`config.mk`:
```
export PLATFORM = sky130hd
export DESIGN_NAME = temp_sensor_convert_and_filter_flat
export DESIGN_NICKNAME = d
export VERILOG_FILES = /design/src/rtl/tcsf_pkg.sv /design/src/rtl/tcsf_in_if.sv /design/src/rtl/tcsf_out_if.sv /design/src/rtl/tcsf_ram.sv /design/src/rtl/tcsf_ctrl.sv /design/src/rtl/tcsf_dp.sv /design/src/rtl/temp_sensor_convert_and_filter.sv /design/src/flat_wrapper.sv
export SDC_FILE = /design/constraint.sdc
export NUM_CORES = 1
export LEC_CHECK = 0
export BUFFER_PORTS_ARGS = -buffer_cell sky130_fd_sc_hd__buf_2
export CAP_MARGIN = 5
export CORE_MARGIN = 4
export CORE_UTILIZATION = 45
export CTS_CLUSTER_DIAMETER = 40
export DETAILED_ROUTE_END_ITERATION = 7
export GPL_ROUTABILITY_DRIVEN = 0
export HOLD_SLACK_MARGIN = 0.05
export PLACE_DENSITY_LB_ADDON = 0.25
export SLEW_MARGIN = 30
export SYNTH_ARGS = -nofsm -noshare
export SYNTH_HDL_FRONTEND = slang
export SYNTH_SLANG_ARGS = --single-unit
```
`constraint.sdc`:
```
create_clock -name clk -period 31.2 [get_ports clk]
set_input_delay 1.56 -clock clk [delete_from_list [all_inputs] [get_ports clk]]
set_output_delay 1.56 -clock clk [all_outputs]
set_load 0.005 [all_outputs]
```
`src/rtl/tcsf_pkg.sv`:
```
`timescale 1ns / 1ps
package tcsf_pkg;

  localparam int TEMP_W = 12;
  localparam int VOLT_W = 16;
  localparam int CFG_W = 32;
  localparam int DIV_Q_W = 11;

  localparam logic [1:0] CFG_FILTER_MODE = 2'd0;
  localparam logic [1:0] CFG_OFFSET_MV = 2'd1;
  localparam logic [1:0] CFG_GAIN_Q16 = 2'd2;

  localparam logic [2:0] MODE_PASS = 3'd0;
  localparam logic [2:0] MODE_MA4 = 3'd1;
  localparam logic [2:0] MODE_MA8 = 3'd2;
  localparam logic [2:0] MODE_MA16 = 3'd3;
  localparam logic [2:0] MODE_EMA1 = 3'd4;
  localparam logic [2:0] MODE_EMA3 = 3'd6;

  localparam logic [15:0] VOLT_MIN_Q4 = 16'd800;
  localparam logic [15:0] VOLT_MAX_Q4 = 16'd52000;

  typedef struct packed {
    logic load;
    logic prep;
    logic div_step;
    logic eval;
    logic sum_step;
    logic avg_prep;
    logic avg_fin;
    logic emit;
  } cmd_t;

  typedef struct packed {
    logic div_last;
    logic sum_last;
    logic go_ma;
  } sts_t;

endpackage

```
`src/rtl/tcsf_in_if.sv`:
```
`timescale 1ns / 1ps
interface tcsf_in_if;
  logic valid;
  logic ready;
  logic [15:0] voltage_q4;
  modport source(output valid, output voltage_q4, input ready);
  modport sink(input valid, input voltage_q4, output ready);
endinterface

```
`src/rtl/tcsf_out_if.sv`:
```
`timescale 1ns / 1ps
interface tcsf_out_if;
  logic valid;
  logic ready;
  logic signed [11:0] temp_tenths;
  logic temp_valid;
  modport source(output valid, output temp_tenths, output temp_valid, input ready);
  modport sink(input valid, input temp_tenths, input temp_valid, output ready);
endinterface

```
`src/rtl/tcsf_ram.sv`:
```
`timescale 1ns / 1ps
module tcsf_ram #(
  parameter int WIDTH = 12,
  parameter int DEPTH = 16
) (
  input  logic                     clk,
  input  logic                     we,
  input  logic [$clog2(DEPTH)-1:0] waddr,
  input  logic [WIDTH-1:0]         wdata,
  input  logic [$clog2(DEPTH)-1:0] raddr,
  output logic [WIDTH-1:0]         rdata_r
);
  logic [WIDTH-1:0] mem [DEPTH];

  always_ff @(posedge clk) begin
    if (we) begin
      mem[waddr] <= wdata;
    end
    rdata_r <= mem[raddr];
  end
endmodule

```
`src/rtl/tcsf_ctrl.sv`:
```
`timescale 1ns / 1ps
module tcsf_ctrl (
  input  logic             clk,
  input  logic             rst_n,
  input  logic             in_valid,
  output logic             in_ready,
  output logic             out_valid,
  input  logic             out_ready,
  input  tcsf_pkg::sts_t   sts,
  output tcsf_pkg::cmd_t   cmd
);
  typedef enum logic [3:0] {
    S_IDLE, S_PREP, S_DIV, S_EVAL, S_SUM, S_AVGP, S_AVGD, S_AVGF, S_OUT
  } state_t;

  state_t state_r, state_nxt;
  logic out_valid_r, out_valid_nxt;

  assign in_ready = (state_r == S_IDLE);
  assign out_valid = out_valid_r;

  always_comb begin
    cmd = '0;
    state_nxt = state_r;
    case (state_r)
      S_IDLE: begin
        if (in_valid) begin
          cmd.load = 1'b1;
          state_nxt = S_PREP;
        end
      end
      S_PREP: begin
        cmd.prep = 1'b1;
        state_nxt = S_DIV;
      end
      S_DIV: begin
        cmd.div_step = 1'b1;
        if (sts.div_last) state_nxt = S_EVAL;
      end
      S_EVAL: begin
        cmd.eval = 1'b1;
        state_nxt = sts.go_ma ? S_SUM : S_OUT;
      end
      S_SUM: begin
        cmd.sum_step = 1'b1;
        if (sts.sum_last) state_nxt = S_AVGP;
      end
      S_AVGP: begin
        cmd.avg_prep = 1'b1;
        state_nxt = S_AVGD;
      end
      S_AVGD: begin
        cmd.div_step = 1'b1;
        if (sts.div_last) state_nxt = S_AVGF;
      end
      S_AVGF: begin
        cmd.avg_fin = 1'b1;
        state_nxt = S_OUT;
      end
      S_OUT: begin
        // The output register may still hold the previous item.
        if (!out_valid_r || out_ready) begin
          cmd.emit = 1'b1;
          state_nxt = S_IDLE;
        end
      end
      default: state_nxt = S_IDLE;
    endcase
  end

  always_comb begin
    out_valid_nxt = out_valid_r;
    if (cmd.emit) out_valid_nxt = 1'b1;
    else if (out_ready) out_valid_nxt = 1'b0;
  end

  always_ff @(posedge clk) begin
    if (!rst_n) begin
      state_r <= S_IDLE;
      out_valid_r <= 1'b0;
    end else begin
      state_r <= state_nxt;
      out_valid_r <= out_valid_nxt;
    end
  end
endmodule

```
`src/rtl/tcsf_dp.sv`:
```
`timescale 1ns / 1ps
module tcsf_dp #(
  parameter int MA_DEPTH = 16
) (
  input  logic                clk,
  input  logic                rst_n,
  input  tcsf_pkg::cmd_t      cmd,
  output tcsf_pkg::sts_t      sts,
  input  logic [15:0]         in_voltage_q4,
  input  logic                cfg_we,
  input  logic [1:0]          cfg_index,
  input  logic [31:0]         cfg_wdata,
  output logic signed [11:0]  out_temp_tenths,
  output logic                out_temp_valid
);
  localparam int PW = $clog2(MA_DEPTH);
  localparam int CW = $clog2(MA_DEPTH + 1);
  localparam int SW = tcsf_pkg::TEMP_W + CW;
  localparam int QW = tcsf_pkg::DIV_Q_W;

  // Configuration registers.
  logic [2:0]         mode_r;
  logic [15:0]        offset_r;
  logic signed [31:0] gain_r;

  // Filter state.
  logic               locked_r, locked_nxt;
  logic [1:0]         startup_r, startup_nxt;
  logic [2:0]         err_r, err_nxt;
  logic signed [11:0] last_r, last_nxt;
  logic signed [11:0] held_r, held_nxt;
  logic               held_v_r, held_v_nxt;
  logic [PW-1:0]      pos_r, pos_nxt;
  logic               full_r, full_nxt;
  logic signed [11:0] ema_r, ema_nxt;
  logic               emas_r, emas_nxt;
  logic [CW-1:0]      count_r, count_nxt;

  // Working registers.
  logic [15:0]        v_r;
  logic [31:0]        rem_r;
  logic [QW+30:0]     dsh_r;
  logic [QW-1:0]      q_r;
  logic [3:0]         step_r;
  logic               ovf_r, neg_r, anz_r, vok_r, aneg_r;
  logic [31:0]        ag_r;
  logic signed [SW-1:0] acc_r;
  logic [CW-1:0]      sidx_r;
  logic signed [11:0] pend_t_r, pend_t_nxt;
  logic               pend_v_r, pend_v_nxt;

  // Conversion operands.
  logic signed [21:0] vdiff;
  logic [19:0]        vmag;
  logic [31:0]        an, ag;
  logic signed [32:0] gx;
  logic               gain_small;

  assign vdiff = $signed({6'b0, v_r}) - $signed({2'b0, offset_r, 4'b0});
  assign vmag = vdiff[21] ? 20'(-vdiff) : 20'(vdiff);
  assign an = {vmag, 12'b0};
  assign gx = {gain_r[31], gain_r};
  assign ag = gx[32] ? 32'(-gx) : 32'(gx);
  assign gain_small = (gain_r >= -32'sd6) && (gain_r <= 32'sd6);

  // Conversion result once the quotient is complete.
  logic               rnd, range_bad, rv;
  logic [11:0]        mag12;
  logic signed [11:0] raw;

  assign rnd = {rem_r, 1'b0} >= {1'b0, ag_r};
  always_comb begin
    if (neg_r) begin
      range_bad = ovf_r || (q_r > QW'(400)) || ((q_r == QW'(400)) && (rem_r != '0));
    end else begin
      range_bad = ovf_r || (q_r > QW'(1500)) || ((q_r == QW'(1500)) && (rem_r != '0));
    end
  end
  assign rv = vok_r && (anz_r || !range_bad);
  assign mag12 = anz_r ? 12'd0 : (12'(q_r) + 12'(rnd));
  assign raw = neg_r ? -$signed(mag12) : $signed(mag12);

  // Ring memory.
  logic               ram_we;
  logic [PW-1:0]      ram_waddr;
  logic [11:0]        ram_rdata;

  tcsf_ram #(.WIDTH(tcsf_pkg::TEMP_W), .DEPTH(MA_DEPTH)) u_ring (
    .clk     (clk),
    .we      (ram_we),
    .waddr   (ram_waddr),
    .wdata   (raw),
    .raddr   (sidx_r[PW-1:0]),
    .rdata_r (ram_rdata)
  );

  // Per-item decision: lock machine, EMA and ring update.
  logic signed [12:0] jump;
  logic               far, filt, go_ma;
  logic [1:0]         sft;
  logic signed [13:0] ed, ed_adj, ed_q;
  int                 win_i;
  logic [CW-1:0]      win, pn;
  logic [PW-1:0]      pw;

  assign jump = {raw[11], raw} - {last_r[11], last_r};
  assign far = (jump > 13'sd200) || (jump < -13'sd200);

  always_comb begin
    locked_nxt = locked_r;
    startup_nxt = startup_r;
    err_nxt = err_r;
    last_nxt = last_r;
    held_nxt = held_r;
    held_v_nxt = held_v_r;
    pos_nxt = pos_r;
    full_nxt = full_r;
    ema_nxt = ema_r;
    emas_nxt = emas_r;
    count_nxt = count_r;
    pend_v_nxt = 1'b0;
    pend_t_nxt = '0;
    filt = 1'b0;
    ram_we = 1'b0;
    ram_waddr = '0;
    go_ma = 1'b0;
    sft = 2'(mode_r - 3'd3);
    ed = '0;
    ed_adj = '0;
    ed_q = '0;
    win_i = 4;
    win = '0;
    pn = '0;
    pw = '0;
    if (gain_small) begin
      // Gain too close to zero: invalid and no state change.
    end else if (mode_r == tcsf_pkg::MODE_PASS) begin
      pend_v_nxt = rv;
      pend_t_nxt = rv ? raw : 12'sd0;
    end else begin
      if (!locked_r) begin
        if (!rv) begin
          startup_nxt = 2'd0;
        end else if (startup_r == 2'd0) begin
          last_nxt = raw;
          startup_nxt = 2'd1;
        end else if (!far) begin
          startup_nxt = startup_r + 2'd1;
          last_nxt = raw;
          if (startup_r == 2'd2) begin
            locked_nxt = 1'b1;
            err_nxt = 3'd0;
            pos_nxt = '0;
            full_nxt = 1'b0;
            emas_nxt = 1'b0;
            filt = 1'b1;
          end
        end else begin
          last_nxt = raw;
          startup_nxt = 2'd1;
        end
      end else if (!rv || far) begin
        err_nxt = err_r + 3'd1;
        if (err_r == 3'd4) begin
          locked_nxt = 1'b0;
          startup_nxt = 2'd0;
          if (rv) begin
            last_nxt = raw;
            startup_nxt = 2'd1;
          end
        end else begin
          pend_v_nxt = held_v_r;
          pend_t_nxt = held_v_r ? held_r : 12'sd0;
        end
      end else begin
        err_nxt = 3'd0;
        last_nxt = raw;
        filt = 1'b1;
      end

      if (filt) begin
        if ((mode_r >= tcsf_pkg::MODE_EMA1) && (mode_r <= tcsf_pkg::MODE_EMA3)) begin
          if (!emas_nxt) begin
            ema_nxt = raw;
            emas_nxt = 1'b1;
          end else begin
            ed = 14'(raw) - 14'(ema_r);
            // Bias negative differences so the shift truncates toward zero.
            ed_adj = ed + (ed[13] ? ((14'sd1 <<< sft) - 14'sd1) : 14'sd0);
            ed_q = ed_adj >>> sft;
            ema_nxt = ema_r + 12'(ed_q);
          end
          held_nxt = ema_nxt;
          held_v_nxt = 1'b1;
          pend_v_nxt = 1'b1;
          pend_t_nxt = ema_nxt;
        end else begin
          if (mode_r == tcsf_pkg::MODE_MA8) win_i = 8;
          else if (mode_r == tcsf_pkg::MODE_MA16) win_i = 16;
          if (win_i > MA_DEPTH) win_i = MA_DEPTH;
          win = CW'(win_i);
          pw = (CW'(pos_nxt) >= win) ? '0 : pos_nxt;
          pn = CW'(pw) + CW'(1);
          ram_we = cmd.eval;
          ram_waddr = pw;
          if (pn >= win) begin
            pos_nxt = '0;
            full_nxt = 1'b1;
          end else begin
            pos_nxt = pn[PW-1:0];
          end
          count_nxt = full_nxt ? win : pn;
          if (count_nxt == '0) count_nxt = CW'(1);
          go_ma = 1'b1;
        end
      end
    end
  end

  // Configuration writes that change a value clear the filter.
  logic [2:0]         cfg_mode;
  logic [15:0]        cfg_off;
  logic signed [32:0] gdiff;
  logic               cfg_clear;

  assign cfg_mode = cfg_wdata[2:0];
  assign cfg_off = cfg_wdata[15:0];
  assign gdiff = $signed({cfg_wdata[31], cfg_wdata}) - $signed({gain_r[31], gain_r});

  always_comb begin
    cfg_clear = 1'b0;
    if (cfg_we) begin
      case (cfg_index)
        tcsf_pkg::CFG_FILTER_MODE: cfg_clear = (cfg_mode != mode_r);
        tcsf_pkg::CFG_OFFSET_MV:   cfg_clear = (cfg_off != offset_r);
        tcsf_pkg::CFG_GAIN_Q16:    cfg_clear = (gdiff > 33'sd6) || (gdiff < -33'sd6);
        default:                   cfg_clear = 1'b0;
      endcase
    end
  end

  always_ff @(posedge clk) begin
    if (!rst_n) begin
      mode_r <= tcsf_pkg::MODE_PASS;
      offset_r <= '0;
      gain_r <= '0;
    end else if (cfg_clear) begin
      case (cfg_index)
        tcsf_pkg::CFG_FILTER_MODE: mode_r <= cfg_mode;
        tcsf_pkg::CFG_OFFSET_MV:   offset_r <= cfg_off;
        default:                   gain_r <= cfg_wdata;
      endcase
    end
  end

  // Average: magnitude of the ring sum, then sign.
  logic signed [SW-1:0] amag;
  logic [QW-1:0]        aq;
  logic signed [11:0]   avg;

  assign amag = acc_r[SW-1] ? -acc_r : acc_r;
  assign aq = q_r;
  assign avg = aneg_r ? -$signed(12'(aq)) : $signed(12'(aq));

  always_ff @(posedge clk) begin
    if (!rst_n || cfg_clear) begin
      locked_r <= 1'b0;
      startup_r <= '0;
      err_r <= '0;
      last_r <= '0;
      held_r <= '0;
      held_v_r <= 1'b0;
      pos_r <= '0;
      full_r <= 1'b0;
      ema_r <= '0;
      emas_r <= 1'b0;
      count_r <= CW'(1);
    end else if (cmd.eval) begin
      locked_r <= locked_nxt;
      startup_r <= startup_nxt;
      err_r <= err_nxt;
      last_r <= last_nxt;
      held_r <= held_nxt;
      held_v_r <= held_v_nxt;
      pos_r <= pos_nxt;
      full_r <= full_nxt;
      ema_r <= ema_nxt;
      emas_r <= emas_nxt;
      count_r <= count_nxt;
    end else if (cmd.avg_fin) begin
      held_r <= avg;
      held_v_r <= 1'b1;
    end
  end

  // Shared restoring divider and working registers.
  logic [QW+30:0] rem_x;
  assign rem_x = (QW+31)'(rem_r);

  always_ff @(posedge clk) begin
    if (cmd.load) begin
      v_r <= in_voltage_q4;
    end
    if (cmd.prep) begin
      rem_r <= an;
      dsh_r <= {ag, (QW-1)'(0)};
      q_r <= '0;
      step_r <= '0;
      ovf_r <= {(QW)'(0), an} >= {ag, (QW)'(0)};
      neg_r <= vdiff[21] ^ gain_r[31];
      anz_r <= (an == '0);
      vok_r <= (v_r >= tcsf_pkg::VOLT_MIN_Q4) && (v_r <= tcsf_pkg::VOLT_MAX_Q4);
      ag_r <= ag;
    end else if (cmd.avg_prep) begin
      rem_r <= 32'(unsigned'(amag));
      dsh_r <= {32'(count_r), (QW-1)'(0)};
      q_r <= '0;
      step_r <= '0;
      aneg_r <= acc_r[SW-1];
    end else if (cmd.div_step) begin
      if (rem_x >= dsh_r) begin
        rem_r <= rem_r - dsh_r[31:0];
        q_r <= {q_r[QW-2:0], 1'b1};
      end else begin
        q_r <= {q_r[QW-2:0], 1'b0};
      end
      dsh_r <= dsh_r >> 1;
      step_r <= step_r + 4'd1;
    end
    if (cmd.eval) begin
      acc_r <= '0;
      sidx_r <= '0;
    end else if (cmd.sum_step) begin
      // Read data is registered, so it belongs to the address of the step before.
      if (sidx_r != '0) acc_r <= acc_r + SW'($signed(ram_rdata));
      sidx_r <= sidx_r + CW'(1);
    end
    // At the end of an average the pending result comes from the divider.
    if (cmd.eval) begin
      pend_v_r <= pend_v_nxt;
      pend_t_r <= pend_t_nxt;
    end else if (cmd.avg_fin) begin
      pend_v_r <= 1'b1;
      pend_t_r <= avg;
    end
    if (cmd.emit) begin
      out_temp_valid <= pend_v_r;
      out_temp_tenths <= pend_t_r;
    end
  end

  always_comb begin
    sts.div_last = (step_r == 4'(QW - 1));
    sts.sum_last = (sidx_r == count_r);
    sts.go_ma = go_ma;
  end
endmodule

```
`src/rtl/temp_sensor_convert_and_filter.sv`:
```
`timescale 1ns / 1ps
// Converts sensor voltage samples to tenths of a degree through the offset and
// gain registers, then passes them through or guards them with a lock machine
// and smooths them by a moving average or an EMA, one result item per input
// item. A conversion runs through the 11-step shared restoring divider; a
// moving average over N filled ring entries then sums the ring memory, read one
// entry per cycle, and divides the sum in the same divider. The next item is
// accepted once the current one has moved into the output register. There is
// no clearing pass after reset.
module temp_sensor_convert_and_filter #(
  parameter int MA_DEPTH = 16
) (
  input  logic        clk,
  input  logic        rst_n,
  tcsf_in_if.sink     in_ch,
  tcsf_out_if.source  out_ch,
  input  logic        cfg_we,
  input  logic [1:0]  cfg_index,
  input  logic [31:0] cfg_wdata
);
  tcsf_pkg::cmd_t cmd;
  tcsf_pkg::sts_t sts;

  tcsf_ctrl u_ctrl (
    .clk       (clk),
    .rst_n     (rst_n),
    .in_valid  (in_ch.valid),
    .in_ready  (in_ch.ready),
    .out_valid (out_ch.valid),
    .out_ready (out_ch.ready),
    .sts       (sts),
    .cmd       (cmd)
  );

  tcsf_dp #(.MA_DEPTH(MA_DEPTH)) u_dp (
    .clk             (clk),
    .rst_n           (rst_n),
    .cmd             (cmd),
    .sts             (sts),
    .in_voltage_q4   (in_ch.voltage_q4),
    .cfg_we          (cfg_we),
    .cfg_index       (cfg_index),
    .cfg_wdata       (cfg_wdata),
    .out_temp_tenths (out_ch.temp_tenths),
    .out_temp_valid  (out_ch.temp_valid)
  );

  a_busy_after_accept: assert property (@(posedge clk) disable iff (!rst_n)
    (in_ch.valid && in_ch.ready) |=> !in_ch.ready)
    else $error("input accepted while an item is in work");

  a_no_overwrite: assert property (@(posedge clk) disable iff (!rst_n)
    cmd.emit |-> (!out_ch.valid || out_ch.ready))
    else $error("result overwrote an item not yet taken");

  a_invalid_zero: assert property (@(posedge clk) disable iff (!rst_n)
    (out_ch.valid && !out_ch.temp_valid) |-> (out_ch.temp_tenths == 12'sd0))
    else $error("invalid item carries a nonzero temperature");

  a_valid_range: assert property (@(posedge clk) disable iff (!rst_n)
    (out_ch.valid && out_ch.temp_valid) |->
      (out_ch.temp_tenths >= -12'sd400 && out_ch.temp_tenths <= 12'sd1500))
    else $error("valid temperature out of range");
endmodule

```
`src/flat_wrapper.sv`:
```
// flat-port wrapper written by rule: the top's interface ports become plain ports
module temp_sensor_convert_and_filter_flat 
#(
  parameter int MA_DEPTH = 16
)
  (clk, rst_n, cfg_we, cfg_index, cfg_wdata, in_ch_valid, in_ch_voltage_q4, in_ch_ready, out_ch_valid, out_ch_temp_tenths, out_ch_temp_valid, out_ch_ready);
  tcsf_in_if in_ch_i ();
  tcsf_out_if out_ch_i ();
  input  logic clk;
  input  logic rst_n;
  input  logic cfg_we;
  input  logic [1:0] cfg_index;
  input  logic [31:0] cfg_wdata;
  input wire logic [$bits(in_ch_i.valid)-1:0] in_ch_valid;
  input wire logic [$bits(in_ch_i.voltage_q4)-1:0] in_ch_voltage_q4;
  output wire logic [$bits(in_ch_i.ready)-1:0] in_ch_ready;
  output wire logic [$bits(out_ch_i.valid)-1:0] out_ch_valid;
  output wire logic [$bits(out_ch_i.temp_tenths)-1:0] out_ch_temp_tenths;
  output wire logic [$bits(out_ch_i.temp_valid)-1:0] out_ch_temp_valid;
  input wire logic [$bits(out_ch_i.ready)-1:0] out_ch_ready;
  assign in_ch_i.valid = in_ch_valid;
  assign in_ch_i.voltage_q4 = in_ch_voltage_q4;
  assign in_ch_ready = in_ch_i.ready;
  assign out_ch_valid = out_ch_i.valid;
  assign out_ch_temp_tenths = out_ch_i.temp_tenths;
  assign out_ch_temp_valid = out_ch_i.temp_valid;
  assign out_ch_i.ready = out_ch_ready;
  temp_sensor_convert_and_filter #(.MA_DEPTH(MA_DEPTH)) u_core (.clk(clk), .rst_n(rst_n), .in_ch(in_ch_i), .out_ch(out_ch_i), .cfg_we(cfg_we), .cfg_index(cfg_index), .cfg_wdata(cfg_wdata));
endmodule
```
# After elaboration in Yosys (flattened, before gate mapping)
# Memory sizes are Yosys's and may differ from the RTL's. A register that Yosys moved wholly into a read port is not among the register bits.
# Cells that the tools add are included.
[op_classes]
muxes = 155
n_reduce_logical = 54
n_eq_ne = 34
n_shift = 2
bitwise = 6
magnitude_cmp = 18
add_sub_neg = 21
[op_table]
columns = ["operator", "count"]
rows = [
  ["$mux 12", 24],
  ["$mux 32", 9],
  ["$mux 42", 3],
  ["$mux 4", 21],
  ["$mux 1", 72],
  ["$mux 5", 9],
  ["$ge 32x43->1", 1],
  ["$ge 32x42->1", 1],
  ["$pmux 4 s9", 1],
  ["$ge 33x32->1", 1],
  ["$gt 33x4->1 const B", 1],
  ["$lt 33x4->1 const B", 1],
  ["$sub 32x32->33", 1],
  ["$ge 32x4->1 const B", 1],
  ["$gt 32x6->1 const B", 1],
  ["$le 32x4->1 const B", 1],
  ["$logic_not 32->1", 1],
  ["$neg 32->32", 1],
  ["$reduce_bool 32->1", 1],
  ["$sub 32x32->32", 1],
  ["$sub 12x12->13", 2],
  ["$reduce_and 5->1", 5],
  ["$sub 16x20->21", 1],
  ["$mux 20", 1],
  ["other kinds (65)", 129],
]
[totals]
out_inout_bits = 15
ram_bits = 192
reg_bits = 300
memories = 1
in_bits = 55
word_cells = 326
[mem_list]
columns = ["name", "words", "width", "rd", "rd_clocked_by_memory_dff", "write_ports", "line", "text"]
rows = [
  ["u_core.u_dp.u_ring.mem", 16, 12, 1, 1, 1, "tcsf_ram.sv:13", "logic [WIDTH-1:0] mem [DEPTH];"],
]

# Logic depth before layout (Yosys ltp)
[logic_depth]
depth_word = 35
ltp_mapped = 51
mapped_depth_nobuf = 51

# Cells and area by module
# Synthesis repeated with hierarchy kept, for this count alone.
[unflattened]
cells_unflattened = 3143
hier_area_um2 = 31238.7
[modules_own_cells]
columns = ["module", "area_each_um2", "cells_per_inst", "n_inst", "seq_area_each_um2"]
rows = [
  ["tcsf_dp", 23252.3, 2774, 1, 7216.9],
  ["tcsf_ram", 7599.8, 329, 1, 6005.8],
  ["tcsf_ctrl", 386.6, 40, 1, 100.1],
]

# Least setup slack after synthesis
# Ideal clock, no wire load.
[synth_timing]
path_kind = "register -> register"
from = "register u_core.u_dp.ag_r[1]"
to = "register u_core.u_dp.pend_t_r[11], data pin"
setup_ps = 277
required_ps = 30923
slack_ps = 21447
t_arrival_ps = 9475
path_buffers = 0
synth_period_minus_slack_ps = 9753
path_stages_with_launch = 49
path_cell_list = "edfxtp_1 > inv_1 > ha_1 > nor2b_1 > o21a_1 > o21a_1 > o21a_1 > o21a_1 > o21a_1 > o21a_1 > o21ai_0 > a21oi_1 > o21ai_0 > o211ai_1 > ha_1 > ha_1 > xor2_1 > or3_1 > (+13 left out) > o21a_1 > nor2_1 > xnor2_1 > mux2_2 > nand2_1 > o21ai_0 > ha_1 > a21oi_1 > o211ai_1 > a31oi_1 > nor2b_1 > o21a_1 > o41ai_1 > xnor2_1 > xnor2_1 > mux2_2 > nor2_1 > o31ai_1"
[synth_via]
elab_chain_len = 20
elab_cells_between_ends = 37
classes_between = "add/sub (6); order compare (3); shift (1); mux (25); reduce/logical (2)"
[synth_lines]
columns = ["element", "line", "text"]
rows = [
  ["start, declared", "tcsf_dp.sv:46", "logic [31:0] ag_r;"],
  ["start signal, assigned", "tcsf_dp.sv:313", "ag_r <= ag;"],
  ["$ge 33x32->1 *", "tcsf_dp.sv:71", "assign rnd = {rem_r, 1'b0} >= {1'b0, ag_r};"],
  ["$add 11x1->12 *", "tcsf_dp.sv:80", "assign mag12 = anz_r ? 12'd0 : (12'(q_r) + 12'(rnd));"],
  ["$mux 12 *", "tcsf_dp.sv:80", ""],
  ["$neg 12->12", "tcsf_dp.sv:81", "assign raw = neg_r ? -$signed(mag12) : $signed(mag12);"],
  ["$mux 12 *", "tcsf_dp.sv:81", ""],
  ["named net u_core.u_dp.raw[3]", "tcsf_dp.sv:69", "logic signed [11:0] raw;"],
  ["branches (longest 11 deep; another with $add 13x14->14)", "n/a", ""],
  ["$mux 12 *", "tcsf_dp.sv:181", "if (filt) begin"],
  ["$mux 12 *", "tcsf_dp.sv:137", "end else if (mode_r == tcsf_pkg::MODE_PASS) begin"],
  ["$mux 12 *", "tcsf_dp.sv:135", "if (gain_small) begin"],
  ["$mux 12 *", "tcsf_dp.sv:339", "if (cmd.eval) begin"],
  ["end signal, assigned", "tcsf_dp.sv:341", "pend_t_r <= pend_t_nxt;"],
  ["end signal, assigned", "tcsf_dp.sv:344", "pend_t_r <= avg;"],
  ["end, declared", "tcsf_dp.sv:49", "logic signed [11:0] pend_t_r, pend_t_nxt;"],
]
# Mark *: on every way through the listed nets, which the timed path passes. The select of a mux whose other input is x is not followed.
# A chain may end at the register's enable or synchronous reset.

# Worst setup path in the final report
[layout_timing]
from = "register u_core.u_dp.ag_r[1]"
to = "register u_core.u_dp.pos_r[3]"
[layout_via]
elab_chain_len = 21
elab_cells_between_ends = 30
classes_between = "add/sub (4); order compare (5); mux (19); reduce/logical (2)"
[layout_lines]
columns = ["element", "line", "text"]
rows = [
  ["$ge 33x32->1 *", "tcsf_dp.sv:71", ""],
  ["$add 11x1->12 *", "tcsf_dp.sv:80", ""],
  ["$mux 12 *", "tcsf_dp.sv:80", ""],
  ["$neg 12->12", "tcsf_dp.sv:81", ""],
  ["$mux 12 *", "tcsf_dp.sv:81", ""],
  ["named net u_core.u_dp.raw[9]", "tcsf_dp.sv:69", ""],
  ["$sub 12x12->13 *", "tcsf_dp.sv:106", "assign jump = {raw[11], raw} - {last_r[11], last_r};"],
  ["$gt 13x9->1 or $lt 13x9->1 (tied branches)", "tcsf_dp.sv:107", "assign far = (jump > 13'sd200) || (jump < -13'sd200);"],
  ["(+6 left out)", "n/a", ""],
  ["$mux 4", "tcsf_dp.sv:135", ""],
  ["$ge 4x5->1", "tcsf_dp.sv:202", "pw = (CW'(pos_nxt) >= win) ? '0 : pos_nxt;"],
  ["$mux 4", "tcsf_dp.sv:202", ""],
  ["$add 4x1->5", "tcsf_dp.sv:203", "pn = CW'(pw) + CW'(1);"],
  ["$ge 5x5->1", "tcsf_dp.sv:206", "if (pn >= win) begin"],
  ["$mux 4", "tcsf_dp.sv:206", ""],
  ["$mux 4", "tcsf_dp.sv:182", "if ((mode_r >= tcsf_pkg::MODE_EMA1) && (mode_r <= tcsf_pkg::MODE_EMA3)) begin"],
  ["$mux 4 *", "tcsf_dp.sv:181", ""],
  ["end signal, assigned", "tcsf_dp.sv:285", "pos_r <= pos_nxt;"],
  ["end, declared", "tcsf_dp.sv:33", "logic [PW-1:0] pos_r, pos_nxt;"],
]
# Mark *: on every way through the listed nets, which the timed path passes. The rest lies on a longest branch. The select of a mux whose other input is x is not followed.

==> run summary <==
Die Width -> 274 um
Asr flop ratio synth -> 0
Routed vias -> 24900
Most common cell after layout, fill and taps aside -> nand2_1
Clk sinks -> 504
Worst r2r path cells -> 49
Fmax achieved -> 86.7 MHz
Maximum fanout along the worst path -> 21
Slowest Stage Delay on Critical Path -> 0.77 ns
Most frequent CP cell -> nand2_1
Inserted Diodes -> 0
Share of cells above drive strength 1 -> 0.124
Crit path kind -> flip-flop to flip-flop
Setup total negative slack -> 0 ns
Hold Crit Class -> flip-flop to flip-flop
First-pass GRT wire length -> 134 mm
CTS tree -> built
R2R Setup Slk -> 19.67 ns
Height of the die -> 274 um
CP max stage cell -> a21oi_1
CTS max path bufs -> 3
Top FF cell, synth -> edfxtp_1
Final Max Tran Viols -> 0
Setup crit start -> u_core.u_dp.ag_r[1]
Via density per instance -> 5.78
Fin crit period -> 11.53 ns
Reg2reg start -> u_core.u_dp.ag_r[1]
Crit end category -> flip-flop
H-tree depth -> 3
Core Footprint -> 70100 um2
P_leak -> 13.6 nW
Port Buffers -> 69
NumNets Final -> 3575
Remaining antenna violation count -> 0
Max_cap viols -> 0
Post-CTS setup buffer count -> 0
FF+latch area -> 13300 um2
Crit path required time -> 31.72 ns
Worst-path clk slew -> 0.06 ns
CTS Buf Count -> 79
Wire length per cell -> 19.8 um
Post-Syn Area -> 31900 um2
Synthesized flop and latch total -> 504
Multi-input logic area -> 17200 um2
Number of setup violations in the final report -> 0
Power per cell area -> 61.1 nW/um2
CP Launch Type -> flip-flop
Tcrit/Tclk final -> 0.370
Sequential share of the synthesized area -> 0.418
GR Overflow Total -> 0
Drt first pass iters -> 6
Num ports -> 70
Yosys warns -> 0
Vias in the first global route -> 23700
Initial antenna violation count -> 0
Avg Synthesized Cell Area -> 9.84 um2
Worst skew pair latency -> 0.64 ns
Detailed-route wire length -> 85.0 mm
Clk_skew -> 0.0385 ns
Crit path capture -> u_core.u_dp.pos_r[3]
Die ar. -> 75100 um2
Starting Density -> 0.454
1st-iter DRT viols -> 2024
Hold Worst Slack -> 0.413 ns
Peak supply drop -> 0.0383 mV
Crit path DAT -> 12.05 ns
Library cells used by synthesis -> 97
Post-DP HPWL -> 61.5 mm
CTS root buf -> clkbuf_16
Largest net degree at the start of global routing -> 90
Post-synthesis cell count -> 3237
Post-synth EDFFs -> 323
RSZ-0062 raised after global routing -> false
Slew headroom -> 0.295
Worst R2R End -> u_core.u_dp.pos_r[3]
Layout overhead on the synthesized area -> 13.2%
Worst slew pin tran -> 1.06 ns
Row count -> 97
Filler cell count -> 6447
Most frequent cells in the layout -> 330 x nand2_1, 323 x edfxtp_1, 241 x inv_1, 217 x ha_1, 199 x a21oi_1
Drt drc -> 0
Fin. Hold Viols -> 0
Cts repair resizes -> 0
Hold buffers post-CTS -> 0
Status -> complete, no violations
GRT Total Usage -> 0.224
==> worst min path at each step <==
stage | from | endpoint | slack, ns | cells after the start
after floorplan | u_core.u_dp.pend_t_r[0] | u_core.u_dp.out_temp_tenths[0] | 0.40 | 0
after global placement | u_core.u_dp.pend_t_r[7] | u_core.u_dp.out_temp_tenths[7] | 0.40 | 0
after detailed placement | u_core.u_dp.pend_t_r[1] | u_core.u_dp.out_temp_tenths[1] | 0.40 | 0
after CTS | u_core.u_dp.pend_t_r[3] | u_core.u_dp.out_temp_tenths[3] | 0.41 | 0
after global routing | u_core.u_dp.pend_t_r[3] | u_core.u_dp.out_temp_tenths[3] | 0.41 | 0
final | u_core.u_dp.pend_t_r[3] | u_core.u_dp.out_temp_tenths[3] | 0.41 | 0
==> through the flow <==
stage	utilization	power [mW]	std cells	setup slack [ns]	instance area, um2
global placement	0.473	1.30	4152	20.13	33200
global route	0.514	2.31	4302	18.55	36000
floorplan	-	1.17	3243	21.45	31900
finish	0.514	2.20	4302	19.67	36000
CTS	0.513	2.21	4301	19.83	36000
detailed placement	0.474	1.30	4153	20.04	33200
==> metal layers <==
metal	up-vias	global-route usage	part of all wire
met5	-	0	0
met3	139	0.0343	0.058
met2	719	0.356	0.46
li1	12000	-	-
met4	0	0.0693	0.027
met1	12000	0.318	0.46
==> critical path, delay by kind of cell (launching register included) <==
family,cells,cell delay [ns]
flops,1,0.36
buf+inv,3,0.25
fa+ha+maj,6,1.85
xor+xnor,2,0.40
compound gates,25,6.95
simple gates,13,1.60
==> cells in the mapped netlist (16+ instances only) <==
library cell	count	area, um2
a211oi_1	29	218
a31oi_1	29	181
nor2b_1	57	357
nor4_1	46	288
or3_1	20	125
clkbuf_1	94	353
o21ai_0	155	776
o31ai_1	28	210
nand2_1	332	1250
xor2_1	72	631
a21o_1	62	465
and2_1	21	131
or2_2	20	125
a21oi_1	199	996
nor2_1	211	792
o22ai_1	35	219
nand3_1	38	190
ha_1	217	2720
o211ai_1	17	128
mux4_2	60	1350
buf_2	18	90.1
nand2b_1	42	263
edfxtp_1	323	9700
mux2i_1	72	721
o21a_1	39	293
xnor2_1	150	1310
inv_1	242	908
nor3_1	86	430
a2111oi_2	16	240
dfxtp_1	181	3620
nand4_1	58	363
==> kinds of logic (layout without fill, tap and decap cells) <==
family,Yosys count,after routing,synth area share
other cells,1,7,0.000118
compound gates,754,754,0.159
flops,504,504,0.418
mux,145,145,0.0696
simple gates,1009,1009,0.156
buf+inv,377,496,0.0465
fa+ha+maj,225,225,0.0903
xor+xnor,222,222,0.0610
==> cell type report <==
type                       instances  share of cell area
inverter                         245              0.0255
clock inverter                    51              0.0169
timing repair buffer             103              0.0172
tap                              940              0.0326
sequential                       504               0.370
clock buffer                      97              0.0605
multi-input combinational       2362               0.477
==> flip-flops by register name (all words and copies together) (netlist names), 5 cells and up, named ones only <==
register / cells
u_core.u_dp.acc_r: 17
u_core.u_dp.ag_r: 32
u_core.u_dp.aq: 11
u_core.u_dp.count_r: 5
u_core.u_dp.dsh_r: 42
u_core.u_dp.ema_r: 12
u_core.u_dp.gain_r: 32
u_core.u_dp.held_r: 12
u_core.u_dp.offset_r: 16
u_core.u_dp.out_temp_tenths: 12
u_core.u_dp.pend_t_r: 12
u_core.u_dp.rem_r: 32
u_core.u_dp.sidx_r: 5
u_core.u_dp.u_ring.mem: 192
u_core.u_dp.u_ring.rdata_r: 12
u_core.u_dp.v_r: 16
==> power by group <==
group | internal, mW | switching, mW | leakage [nW] | total (mW)
Combinational | 0.211 | 0.318 | 7.78 | 0.528
Clock | 0.561 | 0.345 | 1.33 | 0.906
Sequential | 0.749 | 0.0211 | 4.47 | 0.770
Power figures use the tool's default switching activity.
